$ cat src/rtl/deq_pkg.sv
`timescale 1ns / 1ps
// Shared types and constants for the double-ended queue.
// Used by the controller, the datapath and the top level; depends on nothing.

package deq_pkg;

    typedef enum logic [1:0] {
        CMD_PUSH_FRONT = 2'd0,
        CMD_PUSH_BACK  = 2'd1,
        CMD_POP_FRONT  = 2'd2,
        CMD_POP_BACK   = 2'd3
    } t_cmd;

    typedef enum logic [1:0] {
        STAT_DONE  = 2'd0,
        STAT_EMPTY = 2'd1,
        STAT_FULL  = 2'd2
    } t_status;

    typedef enum logic {
        ST_IDLE = 1'b0,
        ST_RESP = 1'b1
    } t_state;

    // Commands from the controller to the datapath.
    typedef struct packed {
        logic load;     // execute the accepted transaction this cycle
        logic respond;  // present the result of the last transaction
    } t_dp_cmd;

    localparam logic [31:0] EMPTY_VALUE = 32'hFFFF_FFFF;

endpackage

$ cat src/rtl/double_ended_queue.sv
`timescale 1ns / 1ps
// Top level of the bounded double-ended queue of signed 32-bit values.
// Depends on deq_pkg, deq_ctrl, deq_datapath and deq_ram.

// Each transaction is accepted at a rising edge where start is high and busy
// is low, and its result appears on the o_ ports during the following cycle,
// marked by o_done, while busy is high. The response cycle is set by the
// registered read port of the entry RAM, which a pop must wait on. The
// receiver cannot stall: o_done is high for exactly one cycle and the result
// is gone after it, so capture it then. A new transaction can be started in
// the cycle after o_done; none is accepted while busy is high.
//
// Commands are push front, push back, pop front and pop back. A pop returns the
// removed value with status done; a pop on an empty queue returns -1 with
// status empty and leaves the queue untouched. A push returns value 0; a push
// on a full queue is dropped and reports status full. The occupancy port gives
// the number of entries held after the transaction, taken modulo 32.
//
// The entries live in a circular buffer of DEPTH words with a front index, a
// back index and an entry count, all cleared by reset. The buffer itself needs
// no clearing, since only entries that were written can ever be popped.

module double_ended_queue #(
    parameter int DEPTH = 16
) (
    input  logic        i_clk,
    input  logic        i_rst_n,
    input  logic        start,
    output logic        busy,
    input  logic [1:0]  i_command,
    input  logic [31:0] i_push_value,
    output logic        o_done,
    output logic [31:0] o_pop_value,
    output logic [1:0]  o_status,
    output logic [4:0]  o_occupancy
);

    deq_pkg::t_dp_cmd dp_cmd;

    // The controller sequences accept and respond; it never looks at the data.
    deq_ctrl u_ctrl (
        .i_clk    (i_clk),
        .i_rst_n  (i_rst_n),
        .i_start  (start),
        .o_busy   (busy),
        .o_dp_cmd (dp_cmd)
    );

    // The datapath executes the command in the accept cycle (indices, count,
    // RAM write or read) and holds the result for the response cycle.
    deq_datapath #(
        .DEPTH (DEPTH)
    ) u_datapath (
        .i_clk        (i_clk),
        .i_rst_n      (i_rst_n),
        .i_dp_cmd     (dp_cmd),
        .i_command    (i_command),
        .i_push_value (i_push_value),
        .o_done       (o_done),
        .o_pop_value  (o_pop_value),
        .o_status     (o_status),
        .o_occupancy  (o_occupancy)
    );

endmodule

$ cat src/rtl/deq_ram.sv
`timescale 1ns / 1ps
// Generic single-write, single-read RAM with a registered read port.
// Stands alone; no package needed.

module deq_ram #(
    parameter int WIDTH = 32,
    parameter int DEPTH = 16
) (
    input  logic                     i_clk,
    input  logic                     i_we,
    input  logic [$clog2(DEPTH)-1:0] i_waddr,
    input  logic [WIDTH-1:0]         i_wdata,
    input  logic                     i_re,
    input  logic [$clog2(DEPTH)-1:0] i_raddr,
    output logic [WIDTH-1:0]         o_rdata
);

    logic [WIDTH-1:0] r_mem [DEPTH];
    logic [WIDTH-1:0] r_rdata;

    always_ff @(posedge i_clk) begin
        if (i_we) begin
            r_mem[i_waddr] <= i_wdata;
        end
        if (i_re) begin
            r_rdata <= r_mem[i_raddr];
        end
    end

    assign o_rdata = r_rdata;

endmodule

$ cat src/rtl/deq_ctrl.sv
`timescale 1ns / 1ps
// Controller for the double-ended queue: accepts a transaction, then presents its result.
// Depends on deq_pkg.

module deq_ctrl (
    input  logic             i_clk,
    input  logic             i_rst_n,
    input  logic             i_start,
    output logic             o_busy,
    output deq_pkg::t_dp_cmd o_dp_cmd
);

    deq_pkg::t_state r_state;
    deq_pkg::t_state n_state;

    always_ff @(posedge i_clk) begin
        if (!i_rst_n) begin
            r_state <= deq_pkg::ST_IDLE;
        end else begin
            r_state <= n_state;
        end
    end

    always_comb begin
        n_state          = r_state;
        o_busy           = 1'b0;
        o_dp_cmd.load    = 1'b0;
        o_dp_cmd.respond = 1'b0;
        unique case (r_state)
            deq_pkg::ST_IDLE: begin
                if (i_start) begin
                    o_dp_cmd.load = 1'b1;
                    n_state       = deq_pkg::ST_RESP;
                end
            end
            deq_pkg::ST_RESP: begin
                o_busy           = 1'b1;
                o_dp_cmd.respond = 1'b1;
                n_state          = deq_pkg::ST_IDLE;
            end
            default: begin
                n_state = deq_pkg::ST_IDLE;
            end
        endcase
    end

endmodule

$ cat src/rtl/deq_datapath.sv
`timescale 1ns / 1ps
// Datapath of the double-ended queue: circular buffer, front/back indices and entry count.
// Depends on deq_pkg and deq_ram.

module deq_datapath #(
    parameter int DEPTH = 16
) (
    input  logic             i_clk,
    input  logic             i_rst_n,
    input  deq_pkg::t_dp_cmd i_dp_cmd,
    input  logic [1:0]       i_command,
    input  logic [31:0]      i_push_value,
    output logic             o_done,
    output logic [31:0]      o_pop_value,
    output logic [1:0]       o_status,
    output logic [4:0]       o_occupancy
);

    localparam int AW = $clog2(DEPTH);
    localparam int CW = $clog2(DEPTH + 1);
    localparam logic [AW-1:0] LAST_INDEX = AW'(DEPTH - 1);
    localparam logic [CW-1:0] FULL_COUNT = CW'(DEPTH);

    logic [AW-1:0]   r_front;
    logic [AW-1:0]   n_front;
    logic [AW-1:0]   r_back;
    logic [AW-1:0]   n_back;
    logic [CW-1:0]   r_count;
    logic [CW-1:0]   n_count;
    deq_pkg::t_status r_status;
    deq_pkg::t_status n_status;
    logic            r_from_ram;
    logic            n_from_ram;

    logic [AW-1:0] front_dec;
    logic [AW-1:0] front_inc;
    logic [AW-1:0] back_dec;
    logic [AW-1:0] back_inc;
    logic          is_full;
    logic          is_empty;
    logic          ram_we;
    logic          ram_re;
    logic [AW-1:0] ram_waddr;
    logic [AW-1:0] ram_raddr;
    logic [31:0]   ram_rdata;
    logic [CW+4:0] count_ext;

    // Wrapping index arithmetic; DEPTH need not be a power of two.
    assign front_dec = (r_front == '0) ? LAST_INDEX : r_front - AW'(1);
    assign front_inc = (r_front == LAST_INDEX) ? '0 : r_front + AW'(1);
    assign back_dec  = (r_back == '0) ? LAST_INDEX : r_back - AW'(1);
    assign back_inc  = (r_back == LAST_INDEX) ? '0 : r_back + AW'(1);
    assign is_full   = (r_count == FULL_COUNT);
    assign is_empty  = (r_count == '0);

    always_comb begin
        n_front    = r_front;
        n_back     = r_back;
        n_count    = r_count;
        n_status   = r_status;
        n_from_ram = r_from_ram;
        ram_we     = 1'b0;
        ram_re     = 1'b0;
        ram_waddr  = r_back;
        ram_raddr  = r_front;
        if (i_dp_cmd.load) begin
            n_status   = deq_pkg::STAT_DONE;
            n_from_ram = 1'b0;
            unique case (deq_pkg::t_cmd'(i_command))
                deq_pkg::CMD_PUSH_FRONT: begin
                    if (is_full) begin
                        n_status = deq_pkg::STAT_FULL;
                    end else begin
                        ram_we    = 1'b1;
                        ram_waddr = front_dec;
                        n_front   = front_dec;
                        n_count   = r_count + CW'(1);
                    end
                end
                deq_pkg::CMD_PUSH_BACK: begin
                    if (is_full) begin
                        n_status = deq_pkg::STAT_FULL;
                    end else begin
                        ram_we    = 1'b1;
                        ram_waddr = r_back;
                        n_back    = back_inc;
                        n_count   = r_count + CW'(1);
                    end
                end
                deq_pkg::CMD_POP_FRONT: begin
                    if (is_empty) begin
                        n_status = deq_pkg::STAT_EMPTY;
                    end else begin
                        ram_re     = 1'b1;
                        ram_raddr  = r_front;
                        n_from_ram = 1'b1;
                        n_front    = front_inc;
                        n_count    = r_count - CW'(1);
                    end
                end
                deq_pkg::CMD_POP_BACK: begin
                    if (is_empty) begin
                        n_status = deq_pkg::STAT_EMPTY;
                    end else begin
                        ram_re     = 1'b1;
                        ram_raddr  = back_dec;
                        n_from_ram = 1'b1;
                        n_back     = back_dec;
                        n_count    = r_count - CW'(1);
                    end
                end
                default: begin
                    n_status = deq_pkg::STAT_DONE;
                end
            endcase
        end
    end

    always_ff @(posedge i_clk) begin
        if (!i_rst_n) begin
            r_front    <= '0;
            r_back     <= '0;
            r_count    <= '0;
            r_status   <= deq_pkg::STAT_DONE;
            r_from_ram <= 1'b0;
        end else begin
            r_front    <= n_front;
            r_back     <= n_back;
            r_count    <= n_count;
            r_status   <= n_status;
            r_from_ram <= n_from_ram;
        end
    end

    deq_ram #(
        .WIDTH (32),
        .DEPTH (DEPTH)
    ) u_ram (
        .i_clk   (i_clk),
        .i_we    (ram_we),
        .i_waddr (ram_waddr),
        .i_wdata (i_push_value),
        .i_re    (ram_re),
        .i_raddr (ram_raddr),
        .o_rdata (ram_rdata)
    );

    // The occupancy port is five bits wide whatever the depth.
    assign count_ext   = {5'd0, r_count};
    assign o_occupancy = count_ext[4:0];
    assign o_status    = r_status;
    assign o_done      = i_dp_cmd.respond;

    always_comb begin
        if (r_from_ram) begin
            o_pop_value = ram_rdata;
        end else if (r_status == deq_pkg::STAT_EMPTY) begin
            o_pop_value = deq_pkg::EMPTY_VALUE;
        end else begin
            o_pop_value = '0;
        end
    end

endmodule
$ cat config.mk
export PLATFORM = sky130hd
export DESIGN_NAME = double_ended_queue
export DESIGN_NICKNAME = d
export VERILOG_FILES = /design/src/rtl/deq_pkg.sv /design/src/rtl/double_ended_queue.sv /design/src/rtl/deq_ram.sv /design/src/rtl/deq_ctrl.sv /design/src/rtl/deq_datapath.sv
export SDC_FILE = /design/constraint.sdc
export NUM_CORES = 1
export LEC_CHECK = 0
export BUFFER_PORTS_ARGS = -buffer_cell sky130_fd_sc_hd__buf_2
export CORE_MARGIN = 5
export CORE_UTILIZATION = 36
export CTS_BUF_LIST = sky130_fd_sc_hd__clkbuf_4 sky130_fd_sc_hd__clkbuf_8
export CTS_CLUSTER_DIAMETER = 40
export DETAILED_ROUTE_END_ITERATION = 10
export GPL_ROUTABILITY_DRIVEN = 1
export PLACE_DENSITY = 0.59
export SLEW_MARGIN = 5
export SYNTH_ARGS = -nofsm -noshare
export SYNTH_HDL_FRONTEND = slang
export SYNTH_SLANG_ARGS = --single-unit
$ cat constraint.sdc
create_clock -name i_clk -period 7.2 [get_ports i_clk]
set_clock_uncertainty 0.1 [all_clocks]
set_input_delay 1.44 -clock i_clk [delete_from_list [all_inputs] [get_ports i_clk]]
set_output_delay 1.44 -clock i_clk [all_outputs]
set_load 0.01 [all_outputs]
==> metrics.txt <==
# TYPE chip_impl_metric gauge
chip_impl_info{name="outcome",value="completed"} 1
chip_impl_metric{name="number_of_hold_buffers_added_after_cts",unit=""} 0
chip_impl_info{name="layout_common_cells",value="544 x sky130_fd_sc_hd__edfxtp_1, 271 x sky130_fd_sc_hd__nand2_1, 193 x sky130_fd_sc_hd__nand3_1"} 1
chip_impl_metric{name="worst-slew-pin-transition",unit="ns"} 1.18
chip_impl_metric{name="ys_warn_count",unit=""} 0
chip_impl_metric{name="syn-num-nets",unit=""} 2258
chip_impl_metric{name="asyncSetResetFlopFracSynth",unit="%"} 0
chip_impl_metric{name="crit_required",unit="ns"} 7.62
chip_impl_metric{name="power-per-cell-area",unit="nW/um2"} 267
chip_impl_metric{name="post_syn_instances",unit=""} 2213
chip_impl_metric{name="max-slew-margin-rel",unit="%"} 21.6
chip_impl_metric{name="post_cts.resized_instances",unit=""} 0
chip_impl_metric{name="drt_iter0_markers",unit=""} 2377
chip_impl_metric{name="timing.final.hold_violations",unit=""} 0
chip_impl_metric{name="area_growth_syn_to_layout",unit="%"} 12.8
chip_impl_metric{name="syn_area",unit="um2"} 27600
chip_impl_metric{name="pin_count_of_the_biggest_net_entering_global_routing",unit=""} 156
chip_impl_info{name="worstHoldPathType",value="register to register"} 1
chip_impl_metric{name="tns",unit="ns"} 0
chip_impl_metric{name="stdcell_area",unit="um2"} 31100
chip_impl_metric{name="clock_slew_at_reported_path_ffs",unit="ns"} 0.06
chip_impl_metric{name="antenna_found_initial",unit=""} 8
chip_impl_metric{name="drive_gt1_share",unit="%"} 20.0
chip_impl_info{name="cts_tree",value="done"} 1
chip_impl_metric{name="maxCapViolations",unit=""} 0
chip_impl_metric{name="non_filler_cells_final",unit=""} 3354
chip_impl_info{name="mostFrequentLayoutCell",value="sky130_fd_sc_hd__edfxtp_1"} 1
chip_impl_metric{name="critical_path_arrival",unit="ns"} 5.03
chip_impl_metric{name="cts_made_buffers",unit=""} 102
chip_impl_metric{name="die-area",unit="um2"} 82300
chip_impl_metric{name="grtUsageTotal",unit="%"} 20.4
chip_impl_metric{name="total_leakage_power",unit="nW"} 10.3
chip_impl_metric{name="initial_utilization",unit="%"} 36.3
chip_impl_metric{name="placed_cell_area",unit="um2"} 29100
chip_impl_metric{name="path_max_fanout",unit=""} 67
chip_impl_metric{name="yosys.area_share.adder",unit="%"} 0.390
chip_impl_metric{name="final.min_clock_period",unit="ns"} 4.61
chip_impl_metric{name="postRouteWirelength",unit="mm"} 85.8
chip_impl_metric{name="placed_cells_incl_taps",unit=""} 3171
chip_impl_metric{name="synthSimpleGateAreaFrac",unit="%"} 11.3
chip_impl_metric{name="synth_cell_types",unit=""} 56
chip_impl_metric{name="grt_overflow_total",unit=""} 0
chip_impl_metric{name="mean_number_of_vias_per_cell",unit=""} 5.97
chip_impl_info{name="startpoint_type",value="register"} 1
chip_impl_metric{name="post_drt_wl_per_cell",unit="um"} 25.6
chip_impl_metric{name="synth_enable_flop_cells",unit=""} 544
chip_impl_metric{name="cts.htree.levels",unit=""} 3
chip_impl_metric{name="detailroute.via_count",unit=""} 20000
chip_impl_metric{name="maxClockFrequency",unit="MHz"} 217
chip_impl_metric{name="synth.ff_latch_count",unit=""} 561
chip_impl_metric{name="cts.path.max_buffers",unit=""} 3
chip_impl_metric{name="clk-insertion-delay-late",unit="ns"} 0.71
chip_impl_metric{name="rows",unit=""} 101
chip_impl_metric{name="yosys.area_share.xor_xnor",unit="%"} 0.381
chip_impl_info{name="rsz0062_at_grt",value="false"} 1
chip_impl_metric{name="dr.pass1.iters",unit=""} 6
chip_impl_metric{name="boundaryPins",unit=""} 78
chip_impl_metric{name="drcViolationCount",unit=""} 0
chip_impl_metric{name="final_antenna_net_count",unit=""} 0
chip_impl_info{name="synthFlopType",value="sky130_fd_sc_hd__edfxtp_1"} 1
chip_impl_metric{name="drv_slew",unit=""} 0
chip_impl_info{name="synth_top_family_by_area",value="multiplexers"} 1
chip_impl_metric{name="avgSynthCellArea",unit="um2"} 12.5
chip_impl_metric{name="place.port_buffers",unit=""} 77
chip_impl_metric{name="clock-sinks",unit=""} 561
chip_impl_metric{name="synth.mux.area_fraction",unit="%"} 12.3
chip_impl_metric{name="reg2reg_slack",unit="ns"} 2.59
chip_impl_metric{name="design.final.nets",unit=""} 2290
chip_impl_info{name="critical_path.endpoint_type",value="register"} 1
chip_impl_metric{name="wire_length_of_the_first_global_routing_pass",unit="mm"} 128
chip_impl_metric{name="final_core_utilization",unit="%"} 41.0
chip_impl_metric{name="gpl.final_weighted_congestion",unit=""} 0.805
chip_impl_info{name="cts.root.buffer_cell",value="sky130_fd_sc_hd__clkbuf_8"} 1
chip_impl_metric{name="synth_sequential_area_ratio",unit="%"} 60.4
chip_impl_info{name="crit_type",value="register to register"} 1
chip_impl_metric{name="grt_pass1_vias",unit=""} 20200
chip_impl_metric{name="finalCritPeriodShare",unit="%"} 64.1
chip_impl_metric{name="power.ir.vdd_worst",unit="uV"} 148
chip_impl_metric{name="die_height",unit="um"} 287
chip_impl_metric{name="post-cts-setup-buffer-count",unit=""} 0
chip_impl_metric{name="fp.dieW",unit="um"} 287
chip_impl_metric{name="dp.final_hpwl",unit="mm"} 45.3
chip_impl_metric{name="synth_compound_area_share",unit="%"} 11.3
chip_impl_metric{name="report.final.setup_viol",unit=""} 0
chip_impl_metric{name="placeableCoreArea",unit="um2"} 75900
==> critical path: stages, from the launching register on <==
cell,delay (ns)
sky130_fd_sc_hd__dfxtp_2,0.41
sky130_fd_sc_hd__buf_4,0.79
sky130_fd_sc_hd__o21ba_2,0.42
sky130_fd_sc_hd__buf_4,0.75
sky130_fd_sc_hd__o21a_4,0.43
sky130_fd_sc_hd__buf_4,0.66
sky130_fd_sc_hd__nand3_1,0.17
sky130_fd_sc_hd__nand4_1,0.14
sky130_fd_sc_hd__o22ai_1,0.10
sky130_fd_sc_hd__o32ai_1,0.33
==> registers in the layout, summed over array words and instances (netlist names) <==
register	flops
u_ctrl.r_state	1
u_datapath.o_occupancy	5
u_datapath.o_status	2
u_datapath.r_back	4
u_datapath.r_from_ram	1
u_datapath.r_front	4
u_datapath.u_ram.o_rdata	32
u_datapath.u_ram.r_mem	512
==> cells by family after synthesis <==
logic type	count (synthesis)
AND/OR/NAND/NOR	707
flip-flops	561
AO/OA/AOI/OAI	488
buffers and inverters	265
multiplexers	172
XOR/XNOR	12
adder cells (fa/ha/maj)	8
==> per-stage QoR <==
step / total power [W] / worst slack (ns) / hold slack [ns]
6_report: 0.00831 / 2.59 / 0.371
5_1_grt: 0.00863 / 2.44 / 0.420
4_1_cts: 0.00835 / 2.74 / 0.373
3_3_place_gp: 0.00525 / 2.33 / 0.369
2_1_floorplan: 0.00477 / 2.41 / 0.384
3_5_place_dp: 0.00527 / 2.25 / 0.366
==> cells in the mapped netlist (32+ instances only) <==
| cell | instances | area, um2 |
|---|---|---|
| sky130_fd_sc_hd__edfxtp_1 | 544 | 16300 |
| sky130_fd_sc_hd__nand2_1 | 272 | 1020 |
| sky130_fd_sc_hd__nand3_1 | 193 | 966 |
| sky130_fd_sc_hd__a21oi_1 | 170 | 851 |
| sky130_fd_sc_hd__nor2_1 | 157 | 589 |
| sky130_fd_sc_hd__clkbuf_1 | 138 | 518 |
| sky130_fd_sc_hd__mux4_2 | 129 | 2910 |
| sky130_fd_sc_hd__o211ai_1 | 127 | 953 |
| sky130_fd_sc_hd__inv_1 | 71 | 267 |
| sky130_fd_sc_hd__o21ai_0 | 71 | 355 |
| sky130_fd_sc_hd__buf_2 | 39 | 195 |
| sky130_fd_sc_hd__a21o_1 | 34 | 255 |
| sky130_fd_sc_hd__nor3_1 | 32 | 160 |
==> per-layer routing <==
metal / vias up / share of wire, % / GRT usage, %
li1: 8557 / - / -
met1: 10100 / 41 / 27.8
met2: 1144 / 47 / 32.2
met3: 200 / 9.2 / 4.25
met4: 4 / 3.3 / 7.77
met5: - / 0.028 / 0
==> power breakdown <==
group | total [W] | switching, W | leakage, nW | internal [W]
combinational | 0.00146 | 0.000949 | 4.21 | 0.000507
clock | 0.00310 | 0.00137 | 1.07 | 0.00173
sequential | 0.00376 | 0.0000784 | 5.04 | 0.00368
==> layout make-up <==
cell class              instances  area, um2
fillers                      7003      44800
inverters                      71        267
diodes                          2       5.00
repair buffers                122        748
well taps                    1030       1290
clock buffers                 127       1620
clock inverters                54        448
flip-flops and latches        561      16700
multi-input cells            1387      10100
==> worst paths after layout <==
path                                       end                   start  cells past startpoint
hold reg to reg         u_datapath.o_status[0]  u_datapath.o_status[0]                      2
setup reg to reg  u_datapath.u_ram.o_rdata[30]    u_datapath.r_back[0]                      9
hold / removal          u_datapath.o_status[0]  u_datapath.o_status[0]                      2
setup / recovery  u_datapath.u_ram.o_rdata[30]    u_datapath.r_back[0]                      9
(Power assumes the default switching activity.)
